### config.mk
export PLATFORM = sky130hd
export DESIGN_NAME = serial_frame_receiver_flat
export DESIGN_NICKNAME = d
export VERILOG_FILES = /design/src/rtl/sfr_pkg.sv /design/src/rtl/sfr_in_if.sv /design/src/rtl/sfr_out_if.sv /design/src/rtl/sfr_cfg_if.sv /design/src/rtl/serial_frame_receiver.sv /design/src/flat_wrapper.sv
export SDC_FILE = /design/constraint.sdc
export NUM_CORES = 1
export LEC_CHECK = 0
export ABC_AREA = 1
export BUFFER_PORTS_ARGS = -buffer_cell sky130_fd_sc_hd__buf_2
export CORE_ASPECT_RATIO = 0.75
export CORE_MARGIN = 8
export CORE_UTILIZATION = 60
export DETAILED_ROUTE_END_ITERATION = 6
export PLACE_DENSITY = 0.81
export SYNTH_ARGS = -nofsm -noshare
export SYNTH_HDL_FRONTEND = slang
export SYNTH_SLANG_ARGS = --single-unit
### constraint.sdc
create_clock -name clk -period 5.8 [get_ports clk]
set_input_delay 0.29 -clock clk [delete_from_list [all_inputs] [get_ports clk]]
set_output_delay 0.29 -clock clk [all_outputs]
set_load 0.02 [all_outputs]
### src/rtl/sfr_pkg.sv
// Shared types and constants of the serial frame receiver.
`timescale 1ns / 1ps
`default_nettype none
package sfr_pkg;

  // Result event codes
  typedef logic [3:0] evt_t;
  localparam evt_t EV_CHAR       = 4'd0;
  localparam evt_t EV_PAYLOAD    = 4'd1;
  localparam evt_t EV_GOOD       = 4'd2;
  localparam evt_t EV_BAD_SUM    = 4'd3;
  localparam evt_t EV_EOT        = 4'd4;
  localparam evt_t EV_ENQ        = 4'd5;
  localparam evt_t EV_ACK        = 4'd6;
  localparam evt_t EV_NACK       = 4'd7;
  localparam evt_t EV_BAD_TYPE   = 4'd8;
  localparam evt_t EV_FILE_START = 4'd9;
  localparam evt_t EV_FILE_END   = 4'd10;
  localparam evt_t EV_ROLE_SET   = 4'd11;

  // Station role
  typedef logic [1:0] role_t;
  localparam role_t ROLE_NONE   = 2'd0;
  localparam role_t ROLE_MASTER = 2'd1;
  localparam role_t ROLE_SLAVE  = 2'd2;

  // Line bytes
  typedef logic [7:0] byte_t;
  localparam byte_t BYTE_SYNC       = 8'd22;
  localparam byte_t BYTE_FILE_START = 8'd127;
  localparam byte_t BYTE_FILE_END   = 8'd8;
  localparam byte_t BYTE_MASTER     = 8'd36;
  localparam byte_t BYTE_SLAVE      = 8'd96;

  // Frame types
  localparam byte_t TYPE_DATA = 8'd2;
  localparam byte_t TYPE_EOT  = 8'd4;
  localparam byte_t TYPE_ENQ  = 8'd5;
  localparam byte_t TYPE_ACK  = 8'd6;
  localparam byte_t TYPE_NACK = 8'd21;

  // Configuration registers
  localparam int CFG_IDX_W = 1;
  typedef logic [CFG_IDX_W-1:0] cfg_idx_t;
  localparam cfg_idx_t CFG_EXP_ADDR = 1'b0;
  localparam cfg_idx_t CFG_EXP_NUM  = 1'b1;
  localparam byte_t EXP_ADDR_RST = 8'd84;  // 'T'
  localparam byte_t EXP_NUM_RST  = 8'd48;  // '0'

  // Parser phase
  typedef logic [2:0] phase_t;
  localparam phase_t PH_IDLE  = 3'd0;
  localparam phase_t PH_ADDR  = 3'd1;
  localparam phase_t PH_TYPE  = 3'd2;
  localparam phase_t PH_NUM   = 3'd3;
  localparam phase_t PH_CHECK = 3'd4;
  localparam phase_t PH_LEN   = 3'd5;
  localparam phase_t PH_DATA  = 3'd6;

endpackage
`default_nettype wire

### src/rtl/sfr_in_if.sv
// Input channel: one received serial byte per transaction.
`timescale 1ns / 1ps
`default_nettype none
interface sfr_in_if;
  import sfr_pkg::*;
  logic  valid;
  logic  ready;
  byte_t rx_byte;
  modport source (output valid, output rx_byte, input ready);
  modport sink   (input valid, input rx_byte, output ready);
endinterface
`default_nettype wire

### src/rtl/sfr_out_if.sv
// Result channel: one classified event per transaction.
`timescale 1ns / 1ps
`default_nettype none
interface sfr_out_if;
  import sfr_pkg::*;
  logic  valid;
  logic  ready;
  evt_t  event_res;
  byte_t out_byte;
  logic  to_file;
  logic  address_error;
  logic  number_error;
  role_t station_role;
  modport source (output valid, output event_res, output out_byte, output to_file,
                  output address_error, output number_error, output station_role,
                  input ready);
  modport sink   (input valid, input event_res, input out_byte, input to_file,
                  input address_error, input number_error, input station_role,
                  output ready);
endinterface
`default_nettype wire

### src/rtl/sfr_cfg_if.sv
// Configuration write channel: register index and write data.
`timescale 1ns / 1ps
`default_nettype none
interface sfr_cfg_if;
  import sfr_pkg::*;
  logic     valid;
  logic     ready;
  cfg_idx_t index;
  byte_t    data;
  modport source (output valid, output index, output data, input ready);
  modport sink   (input valid, input index, input data, output ready);
endinterface
`default_nettype wire

### src/rtl/serial_frame_receiver.sv
// Top level of the serial frame receiver: byte classifier and frame parser.
`timescale 1ns / 1ps
`default_nettype none
//
// Usage
//   in_ch  : one byte from the serial line per transaction (valid/ready).
//   out_ch : zero or one event per input byte: plain characters, payload
//            bytes, frame verdicts (good / bad XOR sum), control frames, file
//            start/end and role set, with address/number error flags.
//   cfg_ch : writes expected_address (index 0) or expected_number (index 1);
//            always ready, write only while no transaction is in flight.
// Latency and throughput
//   The classification and state update sit between the input handshake and
//   one result register, so an event appears on out_ch in the cycle after its
//   byte is taken. One byte is accepted every cycle; in_ch stays ready while
//   the result register is empty or being drained in the same cycle.
// Stall
//   When out_ch holds a result that is not taken, in_ch drops ready and the
//   parser state holds; nothing is lost or repeated.
// Reset
//   rst_n (synchronous, active low) empties the result register, returns the
//   parser to idle, clears flags, file mode and role, and loads the expected
//   address 'T' and expected number '0'.
//
module serial_frame_receiver (
  input  wire         clk,
  input  wire         rst_n,
  sfr_in_if.sink      in_ch,
  sfr_out_if.source   out_ch,
  sfr_cfg_if.sink     cfg_ch
);
  import sfr_pkg::*;

  // configuration
  byte_t  exp_addr_r, exp_num_r;

  // parser state
  phase_t phase_r, phase_nxt;
  byte_t  frame_type_r, frame_type_nxt;
  byte_t  check_byte_r, check_byte_nxt;
  byte_t  running_xor_r, running_xor_nxt;
  byte_t  bytes_left_r, bytes_left_nxt;
  logic   addr_flag_r, addr_flag_nxt;
  logic   num_flag_r, num_flag_nxt;
  logic   file_mode_r, file_mode_nxt;
  role_t  role_r, role_nxt;

  // result register
  logic   out_valid_r;
  evt_t   event_r;
  byte_t  out_byte_r;
  logic   to_file_r, addr_err_r, num_err_r;
  role_t  station_role_r;

  // per-byte decode
  logic   in_acc;
  logic   emit;
  evt_t   ev;
  byte_t  ob;
  logic   in_frame;   // event belongs to a frame: carry error flags
  logic   in_file;    // payload or verdict: carry file mode
  logic   skip_zero;
  byte_t  b;

  assign b      = in_ch.rx_byte;
  assign in_ch.ready = !out_valid_r || out_ch.ready;
  assign in_acc = in_ch.valid && in_ch.ready;
  assign cfg_ch.ready = 1'b1;

  // Zero bytes in any header position are dropped.
  assign skip_zero = (b == 8'd0) && (phase_r >= PH_ADDR) && (phase_r <= PH_LEN);

  always_comb begin
    phase_nxt       = phase_r;
    frame_type_nxt  = frame_type_r;
    check_byte_nxt  = check_byte_r;
    running_xor_nxt = running_xor_r;
    bytes_left_nxt  = bytes_left_r;
    addr_flag_nxt   = addr_flag_r;
    num_flag_nxt    = num_flag_r;
    file_mode_nxt   = file_mode_r;
    role_nxt        = role_r;
    emit     = 1'b0;
    ev       = EV_CHAR;
    ob       = 8'd0;
    in_frame = 1'b0;
    in_file  = 1'b0;
    if (in_acc && !skip_zero) begin
      case (phase_r)
        PH_ADDR: begin
          addr_flag_nxt = (b != exp_addr_r);
          phase_nxt     = PH_TYPE;
        end
        PH_TYPE: begin
          frame_type_nxt = b;
          phase_nxt      = PH_NUM;
        end
        PH_NUM: begin
          num_flag_nxt = (b != exp_num_r);
          if (frame_type_r == TYPE_DATA) begin
            phase_nxt = PH_CHECK;
          end else begin
            phase_nxt = PH_IDLE;
            emit      = 1'b1;
            in_frame  = 1'b1;
            case (frame_type_r)
              TYPE_EOT:  ev = EV_EOT;
              TYPE_ENQ:  ev = EV_ENQ;
              TYPE_ACK:  ev = EV_ACK;
              TYPE_NACK: ev = EV_NACK;
              default:   ev = EV_BAD_TYPE;
            endcase
          end
        end
        PH_CHECK: begin
          check_byte_nxt = b;
          phase_nxt      = PH_LEN;
        end
        PH_LEN: begin
          bytes_left_nxt  = b;
          running_xor_nxt = 8'd0;
          phase_nxt       = PH_DATA;
        end
        PH_DATA: begin
          running_xor_nxt = running_xor_r ^ b;
          if (bytes_left_r != 8'd0) begin
            bytes_left_nxt = bytes_left_r - 8'd1;
          end
          emit     = 1'b1;
          in_frame = 1'b1;
          in_file  = 1'b1;
          ob       = b;
          if (bytes_left_nxt == 8'd0) begin
            phase_nxt = PH_IDLE;
            ev = (running_xor_nxt == check_byte_r) ? EV_GOOD : EV_BAD_SUM;
          end else begin
            ev = EV_PAYLOAD;
          end
        end
        default: begin
          // idle, and any unused phase code
          phase_nxt = PH_IDLE;
          if (b == BYTE_SYNC) begin
            phase_nxt     = PH_ADDR;
            addr_flag_nxt = 1'b0;
            num_flag_nxt  = 1'b0;
          end else if (b == BYTE_FILE_END) begin
            file_mode_nxt = 1'b0;
            emit          = 1'b1;
            ev            = EV_FILE_END;
          end else if (b == BYTE_FILE_START) begin
            file_mode_nxt = 1'b1;
            emit          = 1'b1;
            ev            = EV_FILE_START;
          end else if (b == BYTE_MASTER && role_r == ROLE_NONE) begin
            role_nxt = ROLE_MASTER;
            emit     = 1'b1;
            ev       = EV_ROLE_SET;
          end else if (b == BYTE_SLAVE && role_r == ROLE_NONE) begin
            role_nxt = ROLE_SLAVE;
            emit     = 1'b1;
            ev       = EV_ROLE_SET;
          end else begin
            emit = 1'b1;
            ev   = EV_CHAR;
            ob   = b;
          end
        end
      endcase
    end
  end

  // Configuration registers
  always_ff @(posedge clk) begin
    if (!rst_n) begin
      exp_addr_r <= EXP_ADDR_RST;
      exp_num_r  <= EXP_NUM_RST;
    end else if (cfg_ch.valid && cfg_ch.ready) begin
      case (cfg_ch.index)
        CFG_EXP_ADDR: exp_addr_r <= cfg_ch.data;
        CFG_EXP_NUM:  exp_num_r  <= cfg_ch.data;
        default: begin
        end
      endcase
    end
  end

  // Parser state: advance only on an accepted byte (next values hold otherwise)
  always_ff @(posedge clk) begin
    if (!rst_n) begin
      phase_r       <= PH_IDLE;
      frame_type_r  <= 8'd0;
      check_byte_r  <= 8'd0;
      running_xor_r <= 8'd0;
      bytes_left_r  <= 8'd0;
      addr_flag_r   <= 1'b0;
      num_flag_r    <= 1'b0;
      file_mode_r   <= 1'b0;
      role_r        <= ROLE_NONE;
    end else begin
      phase_r       <= phase_nxt;
      frame_type_r  <= frame_type_nxt;
      check_byte_r  <= check_byte_nxt;
      running_xor_r <= running_xor_nxt;
      bytes_left_r  <= bytes_left_nxt;
      addr_flag_r   <= addr_flag_nxt;
      num_flag_r    <= num_flag_nxt;
      file_mode_r   <= file_mode_nxt;
      role_r        <= role_nxt;
    end
  end

  // Result register: load on an accepted byte, drop once taken
  always_ff @(posedge clk) begin
    if (!rst_n) begin
      out_valid_r <= 1'b0;
    end else if (in_acc) begin
      out_valid_r <= emit;
    end else if (out_ch.ready) begin
      out_valid_r <= 1'b0;
    end
  end

  always_ff @(posedge clk) begin
    if (in_acc && emit) begin
      event_r        <= ev;
      out_byte_r     <= ob;
      to_file_r      <= in_file && file_mode_r;
      addr_err_r     <= in_frame && addr_flag_nxt;
      num_err_r      <= in_frame && num_flag_nxt;
      station_role_r <= role_nxt;
    end
  end

  assign out_ch.valid         = out_valid_r;
  assign out_ch.event_res     = event_r;
  assign out_ch.out_byte      = out_byte_r;
  assign out_ch.to_file       = to_file_r;
  assign out_ch.address_error = addr_err_r;
  assign out_ch.number_error  = num_err_r;
  assign out_ch.station_role  = station_role_r;

  // Events outside a frame never carry error flags.
  a_no_err_outside_frame: assert property (@(posedge clk) disable iff (!rst_n)
    (out_valid_r && (event_r == EV_CHAR || event_r == EV_FILE_START ||
      event_r == EV_FILE_END || event_r == EV_ROLE_SET))
      |-> (!addr_err_r && !num_err_r))
    else $error("error flag set on a non-frame event");

  // A sync byte taken in idle opens a frame header.
  a_sync_opens_frame: assert property (@(posedge clk) disable iff (!rst_n)
    (in_acc && phase_r == PH_IDLE && b == BYTE_SYNC) |=> (phase_r == PH_ADDR))
    else $error("sync byte did not start a frame");

  // Once a role is set it never changes.
  a_role_sticky: assert property (@(posedge clk) disable iff (!rst_n)
    (role_r != ROLE_NONE) |=> (role_r == $past(role_r)))
    else $error("station role changed after being set");

  // An empty result register never blocks the input.
  a_ready_when_empty: assert property (@(posedge clk) disable iff (!rst_n)
    !out_valid_r |-> in_ch.ready)
    else $error("input stalled with empty result register");

  // Parser state holds while no byte is taken.
  a_state_holds: assert property (@(posedge clk) disable iff (!rst_n)
    !in_acc |=> ($stable(phase_r) && $stable(bytes_left_r) && $stable(role_r)))
    else $error("parser state moved without an accepted byte");

endmodule
`default_nettype wire

### src/flat_wrapper.sv
// flat-port wrapper written by rule: the top's interface ports become plain ports
module serial_frame_receiver_flat import sfr_pkg::*;
  (clk, rst_n, in_ch_valid, in_ch_rx_byte, in_ch_ready, out_ch_valid, out_ch_event_res, out_ch_out_byte, out_ch_to_file, out_ch_address_error, out_ch_number_error, out_ch_station_role, out_ch_ready, cfg_ch_valid, cfg_ch_index, cfg_ch_data, cfg_ch_ready);
  sfr_in_if in_ch_i ();
  sfr_out_if out_ch_i ();
  sfr_cfg_if cfg_ch_i ();
  input  wire clk;
  input  wire rst_n;
  input wire logic [$bits(in_ch_i.valid)-1:0] in_ch_valid;
  input wire logic [$bits(in_ch_i.rx_byte)-1:0] in_ch_rx_byte;
  output wire logic [$bits(in_ch_i.ready)-1:0] in_ch_ready;
  output wire logic [$bits(out_ch_i.valid)-1:0] out_ch_valid;
  output wire logic [$bits(out_ch_i.event_res)-1:0] out_ch_event_res;
  output wire logic [$bits(out_ch_i.out_byte)-1:0] out_ch_out_byte;
  output wire logic [$bits(out_ch_i.to_file)-1:0] out_ch_to_file;
  output wire logic [$bits(out_ch_i.address_error)-1:0] out_ch_address_error;
  output wire logic [$bits(out_ch_i.number_error)-1:0] out_ch_number_error;
  output wire logic [$bits(out_ch_i.station_role)-1:0] out_ch_station_role;
  input wire logic [$bits(out_ch_i.ready)-1:0] out_ch_ready;
  input wire logic [$bits(cfg_ch_i.valid)-1:0] cfg_ch_valid;
  input wire logic [$bits(cfg_ch_i.index)-1:0] cfg_ch_index;
  input wire logic [$bits(cfg_ch_i.data)-1:0] cfg_ch_data;
  output wire logic [$bits(cfg_ch_i.ready)-1:0] cfg_ch_ready;
  assign in_ch_i.valid = in_ch_valid;
  assign in_ch_i.rx_byte = in_ch_rx_byte;
  assign in_ch_ready = in_ch_i.ready;
  assign out_ch_valid = out_ch_i.valid;
  assign out_ch_event_res = out_ch_i.event_res;
  assign out_ch_out_byte = out_ch_i.out_byte;
  assign out_ch_to_file = out_ch_i.to_file;
  assign out_ch_address_error = out_ch_i.address_error;
  assign out_ch_number_error = out_ch_i.number_error;
  assign out_ch_station_role = out_ch_i.station_role;
  assign out_ch_i.ready = out_ch_ready;
  assign cfg_ch_i.valid = cfg_ch_valid;
  assign cfg_ch_i.index = cfg_ch_index;
  assign cfg_ch_i.data = cfg_ch_data;
  assign cfg_ch_ready = cfg_ch_i.ready;
  serial_frame_receiver u_core (.clk(clk), .rst_n(rst_n), .in_ch(in_ch_i), .out_ch(out_ch_i), .cfg_ch(cfg_ch_i));
endmodule
==> run summary, run 1 <==
Global route total overflow: 0
Reg clk slew, reported paths: 90 ps
Slew @ Worst Pin: 724.4 ps
I/O pins: 42
DRT met1 WL: 4861 um
Post-synth EDFFs: 17
Clk pwr share: 36.5%
Final #Nets: 615
Final setup viols: 0
Row cnt: 25
Post-synthesis register bit count: 74
Vias per cell: 5.621
Commonest non-fill, non-tap cells in the layout: nand2_1 (133), nor2_1 (70), dfxtp_1 (57)
Hold Fails Final Rpt: 0
Dominant synthesized flop cell: dfxtp_1
Wire length on met3: 786 um
Worst Path Required: 5790 ps
Distinct cell type count after synthesis: 44
Hold Buf Count CTS: 0
Mean Syn Cell Area: 7.128 um^2
Metal2 WL: 4671 um
Combinational power share: 17.9%
Area Overhead vs Synth: 10.20%
Sequential fraction of design power: 45.7%
CP max stage cell: inv_1
Synthesized area: 3999 um^2
Setup Crit Path Kind: reg2reg
Clock Sinks: 74
FF-to-FF End: u_core.out_ch.event_res[3]$_SDFFCE_PN0P_
Final RePlAce weighted congestion: 0.9393
Net Sw Frac: 29.03%
Cell mode on critical path: inv_1
Synthesized instance count: 561
Vias post-DR: 3811
H-tree depth: 3
Int Power: 0.8997 mW
Yosys warning count: 0
Die Span X: 110.3 um
Initial core utilization: 62.67%
Crit-path cells: inv_1 > nand2_1 > nor2_4 > inv_1 > nand3_1 > nand3b_1 > inv_1
Commonest non-fill, non-tap cell in the layout: nand2_1
Max-Cap Viols: 0
Hold path cells: 3
GRT Util Overall: 22.65%
Crit path buffers/inverters: 3
Antenna violations before repair: 0
Max Clk Rate: 424.5 MHz
Clock latency on the worst-skew pair: 360 ps
Max layer used: met4
First-pass GRT wire length: 16830 um
Clock root buffer: clkbuf_8
1st-iter DRT viols: 293
RSZ-0062 raised after global routing: false
Hpwl dp: 7863 um
Post-synthesis sequential area ratio: 41.30%
Crit path max fanout: 25
CTS tree: done
Number of buffers added on ports: 40
Number of global-route vias before repair: 3401
Type of element capturing the critical path: flip-flop
Num CTS Buffers: 9
Post-route ant nets: 0
P_leak: 1.922 nW
ANT cells: 0
Final worst setup slack: 3444 ps
Crit path max-delay family: buffers and inverters
Synthesized Nets: 584
Share of cells above drive strength 1: 14.74%
Reg-to-reg slack, setup: 3440 ps
Switch Pwr: 0.3681 mW
Async set-reset flop share out of synthesis: 0%
Largest net degree at the start of global routing: 40
CTS max path bufs: 2
Worst reg2reg startpoint: u_core.phase_r[0]$_SDFFE_PN0P_
Pwr dens: 287.7 nW/um^2
Status: finished clean
Critical Path AT: 2350 ps
TritonRoute pass-1 iters: 5
Design Area, Final: 4407 um^2
Max stage delay on crit path: 490 ps
Post-CTS Setup Repair Bufs: 0
Fin Setup TNS: 0 ps
Worst setup SP type: flip-flop
Die Span Y: 86.70 um
Remaining DRCs: 0
Wire per inst: 15.54 um
Final min period: 2356 ps
Worst min path class: in2reg
Final period util: 40.62%
Hold Crit Start: cfg_ch_data[6]
Worst IR drop on VDD: 0.1948 mV
Max-slew violations: 0
Normalized max-slew margin: 51.65%
Placed Area: 4177 um^2
Worst min-delay path endpoint: u_core.exp_addr_r[6]$_SDFFE_PN1P_
FF-to-FF path depth: 7
Post-Place Setup Slack: 3503 ps
Resize count post-CTS: 0
Die area: 9560 um^2
Total Wirelength: 10540 um
Worst Skew: 15.49 ps
Core Area: 6381 um^2
-- cell families after synthesis --
group                    count (synthesis)  share of synthesized area [%]
flip-flops                              74                          41.30
adder cells (fa/ha/maj)                  1                         0.3128
AND/OR/NAND/NOR                        279                          31.19
XOR/XNOR                                12                          2.628
buffers and inverters                   82                          9.105
other                                    1                        0.09378
AO/OA/AOI/OAI                          112                          15.36
-- how the worst max path moves through the flow --
stage                                         from                                  endpoint  slack [ps]  cells after the start
3_5_place_dp        u_core.phase_r[0]$_SDFFE_PN0P_   u_core.out_ch.out_byte[1]$_SDFFCE_PN0P_        3500                      7
4_1_cts             u_core.phase_r[0]$_SDFFE_PN0P_  u_core.out_ch.event_res[3]$_SDFFCE_PN0P_        3470                      7
5_1_grt             u_core.phase_r[0]$_SDFFE_PN0P_  u_core.out_ch.event_res[3]$_SDFFCE_PN0P_        3240                      7
3_3_place_gp        u_core.phase_r[0]$_SDFFE_PN0P_   u_core.out_ch.out_byte[5]$_SDFFCE_PN0P_        3560                      7
2_1_floorplan  u_core.bytes_left_r[0]$_SDFFE_PN0P_  u_core.out_ch.event_res[0]$_SDFFCE_PN0P_        3980                     13
6_report            u_core.phase_r[0]$_SDFFE_PN0P_  u_core.out_ch.event_res[3]$_SDFFCE_PN0P_        3440                      7
-- cells in the mapped netlist, drive strengths merged, types with 2 or more instances --
library cell,number,area share (%)
clkbuf,7,0.69
edfxtp,17,13
xnor2,2,0.44
or2,7,1.1
o211ai,3,0.69
nand2,142,14
nor4,5,0.94
inv,60,5.8
nand4,6,1.1
nor2,73,7.4
clkinv,2,0.19
nor3,8,1.3
a21oi,51,6.4
xor2,10,2.2
a211oi,6,1.3
nand3b,2,0.38
nand3,36,4.5
dfxtp,57,29
o21ai,45,5.6
buf,13,2.4
o21bai,2,0.38
-- flip-flops by register name (all words and copies together) (netlist names) --
| name | cells |
|---|---|
| u_core.addr_flag_r | 1 |
| u_core.bytes_left_r | 8 |
| u_core.check_byte_r | 8 |
| u_core.exp_addr_r | 8 |
| u_core.exp_num_r | 8 |
| u_core.file_mode_r | 1 |
| u_core.frame_type_r | 8 |
| u_core.num_flag_r | 1 |
| u_core.out_ch.address_error | 1 |
| u_core.out_ch.event_res | 4 |
| u_core.out_ch.number_error | 1 |
| u_core.out_ch.out_byte | 8 |
| u_core.out_ch.station_role | 2 |
| u_core.out_ch.to_file | 1 |
| u_core.out_ch.valid | 1 |
| u_core.phase_r | 3 |
| u_core.role_r | 2 |
| u_core.running_xor_r | 8 |
-- metal layers --
metal / track usage (%) / vias up
met1: 30.63 / 1711
met3: 4.225 / 28
met2: 34.77 / 170
li1: - / 1902
met5: 0 / -
met4: 8.444 / 0
-- power groups by stage --
stage,Sequential [mW],Combinational (mW),Clock (mW)
floorplan,0.605,0.150,0
CTS,0.579,0.224,0.466
global placement,0.589,0.221,0
finish,0.579,0.226,0.462
detailed placement,0.591,0.223,0
global route,0.582,0.250,0.485
-- through the flow --
stage / std cells / total power [mW] / hold WS [ps] / utilization (%)
floorplan: 561 / 0.7556 / 403.2 / -
global placement: 662 / 0.8098 / 440.4 / 65.45
detailed placement: 662 / 0.8136 / 444.9 / 65.45
CTS: 678 / 1.269 / 147.2 / 69.06
global route: 678 / 1.317 / 160.2 / 69.06
finish: 678 / 1.268 / 160.4 / 69.06
-- cell type report --
class                           count  area [um^2]
Multi-Input combinational cell    405         1983
Fill cell                         555         1974
Sequential cell                    74         1652
Inverter                           62        240.2
Timing Repair Buffer               40        200.2
Clock buffer                       12        156.4
Tap cell                           81        101.3
Clock inverter                      4        73.82
-- worst register-to-register path: cells and delay by family, from the launching register on --
kind	cells	cell delay (ps)
buf+inv	3	970
flops	1	330
simple gates	4	680
Note: power is estimated with default switching activity, not from simulation.
==> inputs of run 2 (changes only) <==
Settings changed: ABC_AREA 1 to 0, CORE_UTILIZATION 60 to 59, PLACE_DENSITY 0.81 to 0.8.
Clock period 5.8 ns to 2.3 ns, I/O delays scaled along.
==> run 2 against run 1 <==
Net effect:
- wire length decreased by 2.2%
- sequential share of layout area decreased by 2.2 points
- register-to-register slack got worse by 3400 ps
- flip-flop and latch count unchanged
- non-clock buffer count increased by 44
- first-iteration DRC count decreased by 1.0%
- combinational power increased to 3.5 times the previous value
- largest cell class unchanged
- cell area increased by 6.7%
- cell count decreased by 11%
==> run summary, run 2 <==
Status: finished clean
First-pass GRT wire length: 16590 um (-1.4%)
Async set-reset flop share out of synthesis: 0% (unchanged)
Final min period: 2236 ps (-119.5 ps)
Commonest cells post-synth: dfxtp_1 (57), nand2_1 (50), nor2_1 (42)
Max stage delay on crit path: 380 ps (-110 ps)
Crit path max-delay family: simple AND/OR/NAND/NOR gates
Net Sw Frac: 30.33% (+1.3 points)
Antenna violations before repair: 0 (unchanged)
Die Span Y: 86.62 um (about the same)
Vias per cell: 5.965 (+6.1%)
Number of global-route vias before repair: 3359 (-1.2%)
Remaining DRCs: 0 (unchanged)
Largest net degree at the start of global routing: 26 (-35%)
Critical Path AT: 2340 ps (about the same)
Final #Nets: 540 (-12%)
Synthesized Nets: 482 (-17%)
RSZ-0062 raised after global routing: true
Mean Syn Cell Area: 8.546 um^2 (+20%)
CTS max path bufs: 2 (unchanged)
Commonest non-fill, non-tap cells in the layout: dfxtp_1 (55), nand2_1 (50), nor2_1 (41)
Post-synth top area share: 29.09% (+0.56 points)
Share of cells above drive strength 1: 21.84% (+7.1 points)
Number of buffers added on ports: 40 (unchanged)
Max-Cap Viols: 0 (unchanged)
Hold Fails Final Rpt: 0 (unchanged)
Total Wirelength: 10310 um (-2.2%)
Dominant synthesized flop cell: dfxtp_1
Synthesized instance count: 459 (-18%)
Placed Area: 4370 um^2 (+4.6%)
Clock root buffer: clkbuf_8
Post-route ant nets: 0 (unchanged)
Pwr dens: 701.7 nW/um^2 (+140%)
Normalized max-slew margin: 48.41% (-3.2 points)
Commonest non-fill, non-tap cell in the layout: dfxtp_1
CTS tree: done
Area Overhead vs Synth: 19.84%
Worst IR drop on VDD: 0.4819 mV (+150%)
Worst hold margin: 25.35 ps (-135.0 ps)
Global route total overflow: 0 (unchanged)
Crit path max fanout: 5 (-80%)
Post-synth EDFFs: 17 (unchanged)
Wire per inst: 17.10 um (+10%)
Distinct cell type count after synthesis: 60 (+36%)
Design Area, Final: 4701 um^2 (+6.7%)
Num CTS Buffers: 9 (unchanged)
Worst Path Required: 2410 ps (-3380 ps)
1st-iter DRT viols: 290 (-1.0%)
Final worst setup slack: 63.70 ps (-3380 ps)
Setup Crit Path Kind: reg2reg
Clk pwr share: 31.1% (-5.4 points)
Slew @ Worst Pin: 767.2 ps (+42.78 ps)
Placed cells: 578 (-13%)
Final RePlAce weighted congestion: 0.9608 (+2.3%)
Max-slew violations: 0 (unchanged)
Reg clk slew, reported paths: 80 ps (about the same)
Switch Pwr: 1.001 mW (+170%)
Most frequent cell after synthesis: dfxtp_1
Crit path buffers/inverters: 1 (-2)
Worst setup SP type: flip-flop
Int Power: 2.298 mW (+160%)
TritonRoute pass-1 iters: 7 (+2)
CP max stage cell: or3b_4
Crit-path cells: inv_2 > ha_4 > or3b_4 > or3_4 > xnor2_1 > o21ai_1 > nand3_1 > a211o_1
Post-synthesis register bit count: 74 (unchanged)
Die area: 9541 um^2 (-0.20%)
Core Area: 6381 um^2 (unchanged)
Die Span X: 110.2 um (-0.10%)
Clock latency on the worst-skew pair: 350 ps (about the same)
Yosys warning count: 0 (unchanged)
ANT cells: 0 (unchanged)
Post-synthesis sequential area ratio: 42.11% (+0.80 points)
Final setup viols: 0 (unchanged)
I/O pins: 42 (unchanged)
Worst min path class: in2reg
Leading area contributor after synthesis: dfxtp_1
Post-Place Setup Slack: -18.85 ps (-3522 ps)
Type of element capturing the critical path: flip-flop
GRT Util Overall: 22.13% (-0.51 points)
Synthesized area: 3923 um^2 (-1.9%)
Final period util: 97.23% (+57 points)
Initial core utilization: 61.47% (-1.2 points)
P_leak: 1.926 nW (+0.20%)
Row cnt: 25 (unchanged)
Final non-filler cell total: 603 (-11%)
Combinational power share: 23.7% (+5.8 points)
Max Clk Rate: 447.2 MHz (+5.3%)
Sequential fraction of design power: 45.2% (-0.5 points)
Worst Skew: 9.042 ps (-6.448 ps)
Clock Sinks: 74 (unchanged)
Hpwl dp: 7328 um (-6.8%)
H-tree depth: 3 (unchanged)
Synth area leaders: dfxtp_1 (29%), edfxtp_1 (13%), xnor2_1 (5.1%)
Vias post-DR: 3597 (-5.6%)
-- run 2: timing repair --
item                                    in CTS  in global routing
hold buffers                                 6                  0
endpoints found under the setup margin       4                  4
pin swaps                                    0                  4
resized for setup                            1                 11
setup buffers                                0                  3
endpoints found under the hold margin        9                  0
-- run 2: layer usage --
metal,wire [um],GRT usage (%),vias up
met5,0,0,-
met2,4574,33.24,151
met1,4598,29.82,1696
li1,-,-,1733
met3,970,6.820,17
met4,168,6.031,0
-- run 2: cell families after synthesis --
kind of cell / Yosys count / share of synthesized area [%]
AO/OA/AOI/OAI: 95 / 14.90
XOR/XNOR: 35 / 7.815
adder cells (fa/ha/maj): 1 / 0.3189
buffers and inverters: 47 / 4.976
flip-flops: 74 / 42.11
multiplexers: 19 / 4.880
other: 1 / 0.09560
AND/OR/NAND/NOR: 187 / 24.91
-- run 2: final timing paths --
| kind | from | to | slack [ps] | depth (start not counted) |
|---|---|---|---|---|
| max | u_core.bytes_left_r[0]$_SDFFE_PN0P_ | u_core.out_ch.event_res[0]$_SDFFCE_PN0P_ | 60 | 8 |
| min | cfg_ch_data[3] | u_core.exp_num_r[3]$_SDFFE_PN0P_ | 30 | 3 |
| max reg2reg | u_core.bytes_left_r[0]$_SDFFE_PN0P_ | u_core.out_ch.event_res[0]$_SDFFCE_PN0P_ | 60 | 8 |
| min reg2reg | u_core.exp_num_r[1]$_SDFFE_PN0P_ | u_core.exp_num_r[1]$_SDFFE_PN0P_ | 470 | 2 |
-- run 2: tightest hold or removal path, cell delays in order --
cell     delay (ps)
buf_2           110
nand2_1          60
a21oi_1          50
-- run 2: cell type report --
cell class / count / area [um^2]
well taps: 81 / 101.3
multi-input cells: 338 / 2131
clock inverters: 5 / 60.06
inverters: 10 / 40.04
flip-flops and latches: 74 / 1657
clock buffers: 11 / 141.4
fillers: 490 / 1680
repair buffers: 84 / 570.5
-- run 2: power groups by stage --
stage               registers, mW  clock network, mW  logic [mW]
global placement             1.52                  0       0.728
finish                       1.49               1.02       0.782
CTS                          1.49               1.04       0.762
global route                 1.50               1.10       0.846
floorplan                    1.58                  0       0.419
detailed placement           1.52                  0       0.746
-- run 2: metrics by stage --
stage | utilization, % | power [mW] | setup TNS [ps]
after floorplan | - | 1.996 | -30.44
after global placement | 68.49 | 2.244 | 0
after detailed placement | 68.49 | 2.266 | -18.85
after CTS | 72.73 | 3.298 | 0
after global routing | 73.67 | 3.446 | -54.22
final | 73.67 | 3.299 | 0
==> inputs of run 3 (changes only) <==
Settings changed: SETUP_SLACK_MARGIN set to 0.3.
==> run 3 against run 2 <==
Net effect:
- critical path type unchanged
- cell area is 4.0% higher
- non-clock buffer count rose by 6
- utilization is 3.0 points higher
- flip-flop and latch count did not move
- fmax grew 0.92%
==> run summary, run 3 (synthesis gave the netlist of run 2 again) <==
H-tree depth: 3 (unchanged)
Final setup viols: 0 (unchanged)
Crit path max fanout: 4 (-1)
Setup Crit Path Kind: reg2reg
P_leak: 2.002 nW (+4.0%)
Die area: 9541 um^2 (unchanged)
Hold Fails Final Rpt: 0 (unchanged)
Remaining DRCs: 0 (unchanged)
Number of buffers added on ports: 40 (unchanged)
Fin Setup TNS: 0 ps (unchanged)
Post-route ant nets: 0 (unchanged)
Critical Path AT: 2500 ps (+160 ps)
Worst Path Required: 2580 ps (+170 ps)
Largest net degree at the start of global routing: 32 (+23%)
Worst setup SP type: flip-flop
Wire per inst: 18.54 um (+8.4%)
Status: finished clean
Global route total overflow: 0 (unchanged)
Final period util: 96.34% (-0.89 points)
Max-Cap Viols: 0 (unchanged)
Normalized max-slew margin: 63.26% (+15 points)
GRT Util Overall: 23.20% (+1.1 points)
Reg-to-reg slack, setup: 80 ps (+20 ps)
Pwr dens: 723.3 nW/um^2 (+3.1%)
Core Area: 6381 um^2 (unchanged)
Antenna violations before repair: 0 (unchanged)
Clock Sinks: 74 (unchanged)
Die Span X: 110.2 um (unchanged)
Share of cells above drive strength 1: 25.71% (+3.9 points)
Register area: 1658 um^2 (about the same)
Clock latency on the worst-skew pair: 360 ps (about the same)
Worst IR drop on VDD: 0.4314 mV (-10%)
ANT cells: 0 (unchanged)
Die Span Y: 86.62 um (unchanged)
Commonest non-fill, non-tap cell in the layout: dfxtp_1
Slew @ Worst Pin: 550.5 ps (-216.8 ps)
1st-iter DRT viols: 323 (+11%)
Row cnt: 25 (unchanged)
First-pass GRT wire length: 17260 um (+4.1%)
Design Area, Final: 4891 um^2 (+4.0%)
CTS max path bufs: 2 (unchanged)
Initial core utilization: 61.47% (unchanged)
Area used by multi-input combinational logic: 2222 um^2 (+4.3%)
Type of element capturing the critical path: flip-flop
Hpwl dp: 7346 um (+0.25%)
Clock root buffer: clkbuf_8
TritonRoute pass-1 iters: 5 (-2)
Num CTS Buffers: 9 (unchanged)
Vias post-DR: 3792 (+5.4%)
Final RePlAce weighted congestion: 1.018 (+5.9%)
Max Clk Rate: 451.3 MHz (+0.92%)
Final #Nets: 548 (+1.5%)
Worst Skew: 9.452 ps (+0.4094 ps)
RSZ-0062 raised after global routing: true
CTS tree: done
Final min period: 2216 ps (-20.49 ps)
Number of global-route vias before repair: 3559 (+6.0%)
I/O pins: 42 (unchanged)
Filler instances: 433 (-12%)
Total Wirelength: 11310 um (+9.7%)
Worst min path class: in2reg
Max-slew violations: 0 (unchanged)
Commonest non-fill, non-tap cells in the layout: dfxtp_1 (54), nand2_1 (49), nor2_1 (41)
Placed Area: 4367 um^2 (about the same)
Reg clk slew, reported paths: 80 ps (about the same)
Vias per cell: 6.216 (+4.2%)
Area Overhead vs Synth: 24.69%
run 3: per-layer routing:
layer | GRT usage (%) | up-vias | wire length (um)
li1 | - | 1742 | -
met1 | 28.34 | 1809 | 4695
met2 | 36.88 | 204 | 5136
met3 | 6.672 | 37 | 1099
met4 | 10.49 | 0 | 375
met5 | 0 | - | 0
run 3: critical path: stages, from the launching register on:
cell and delay, ps:
dfxtp_4 370, inv_4 60, ha_4 120, or3b_4 380, or3_4 370, or3b_1 410, a311oi_2 300, a21oi_2 50
nor2_1 90
run 3: final cells by class:
cell class	instances	share of cell area, %
Inverter	10	0.8186
Timing Repair Buffer	90	13.12
Tap cell	81	2.072
Multi-Input combinational cell	340	45.43
Sequential cell	74	33.90
Clock inverter	4	1.100
Clock buffer	11	3.556
run 3: path summary, 6_finish.rpt:
kind	startpoint	to	cells after the start
hold reg to reg	u_core.exp_addr_r[3]$_SDFFE_PN0P_	u_core.exp_addr_r[3]$_SDFFE_PN0P_	2
setup / recovery	u_core.bytes_left_r[0]$_SDFFE_PN0P_	u_core.bytes_left_r[6]$_SDFFE_PN0P_	8
setup reg to reg	u_core.bytes_left_r[0]$_SDFFE_PN0P_	u_core.bytes_left_r[6]$_SDFFE_PN0P_	8
hold / removal	cfg_ch_data[1]	u_core.exp_num_r[1]$_SDFFE_PN0P_	3
run 3: through the flow:
stage | setup slack [ps] | power, mW | utilization (%) | std cells | hold WS [ps]
final | 84.19 | 3.538 | 76.65 | 610 | 8.577
after global routing | 8.964 | 3.657 | 76.65 | 610 | 16.43
after CTS | 86.27 | 3.455 | 74.80 | 606 | 0.2621
after detailed placement | -52.02 | 2.254 | 68.43 | 575 | 355.4
after global placement | 28.29 | 2.227 | 68.43 | 575 | 354.2
after floorplan | 35.77 | 2.003 | - | 459 | 239.0
run 3: where the power goes:
group | switching, mW | internal [mW]
clock network | 0.513 | 0.633
registers | 0.0523 | 1.44
logic | 0.515 | 0.386
total | 1.08 | 2.46
run 3: repair_timing:
item                       4_1_cts  5_1_grt
setup endpoints to repair       35       29
hold endpoints to repair         6        0
hold buffers                     5        0
setup buffers                   10        3
gates cloned                     1        1
pin swaps                        7        4
gates resized for setup          8       15
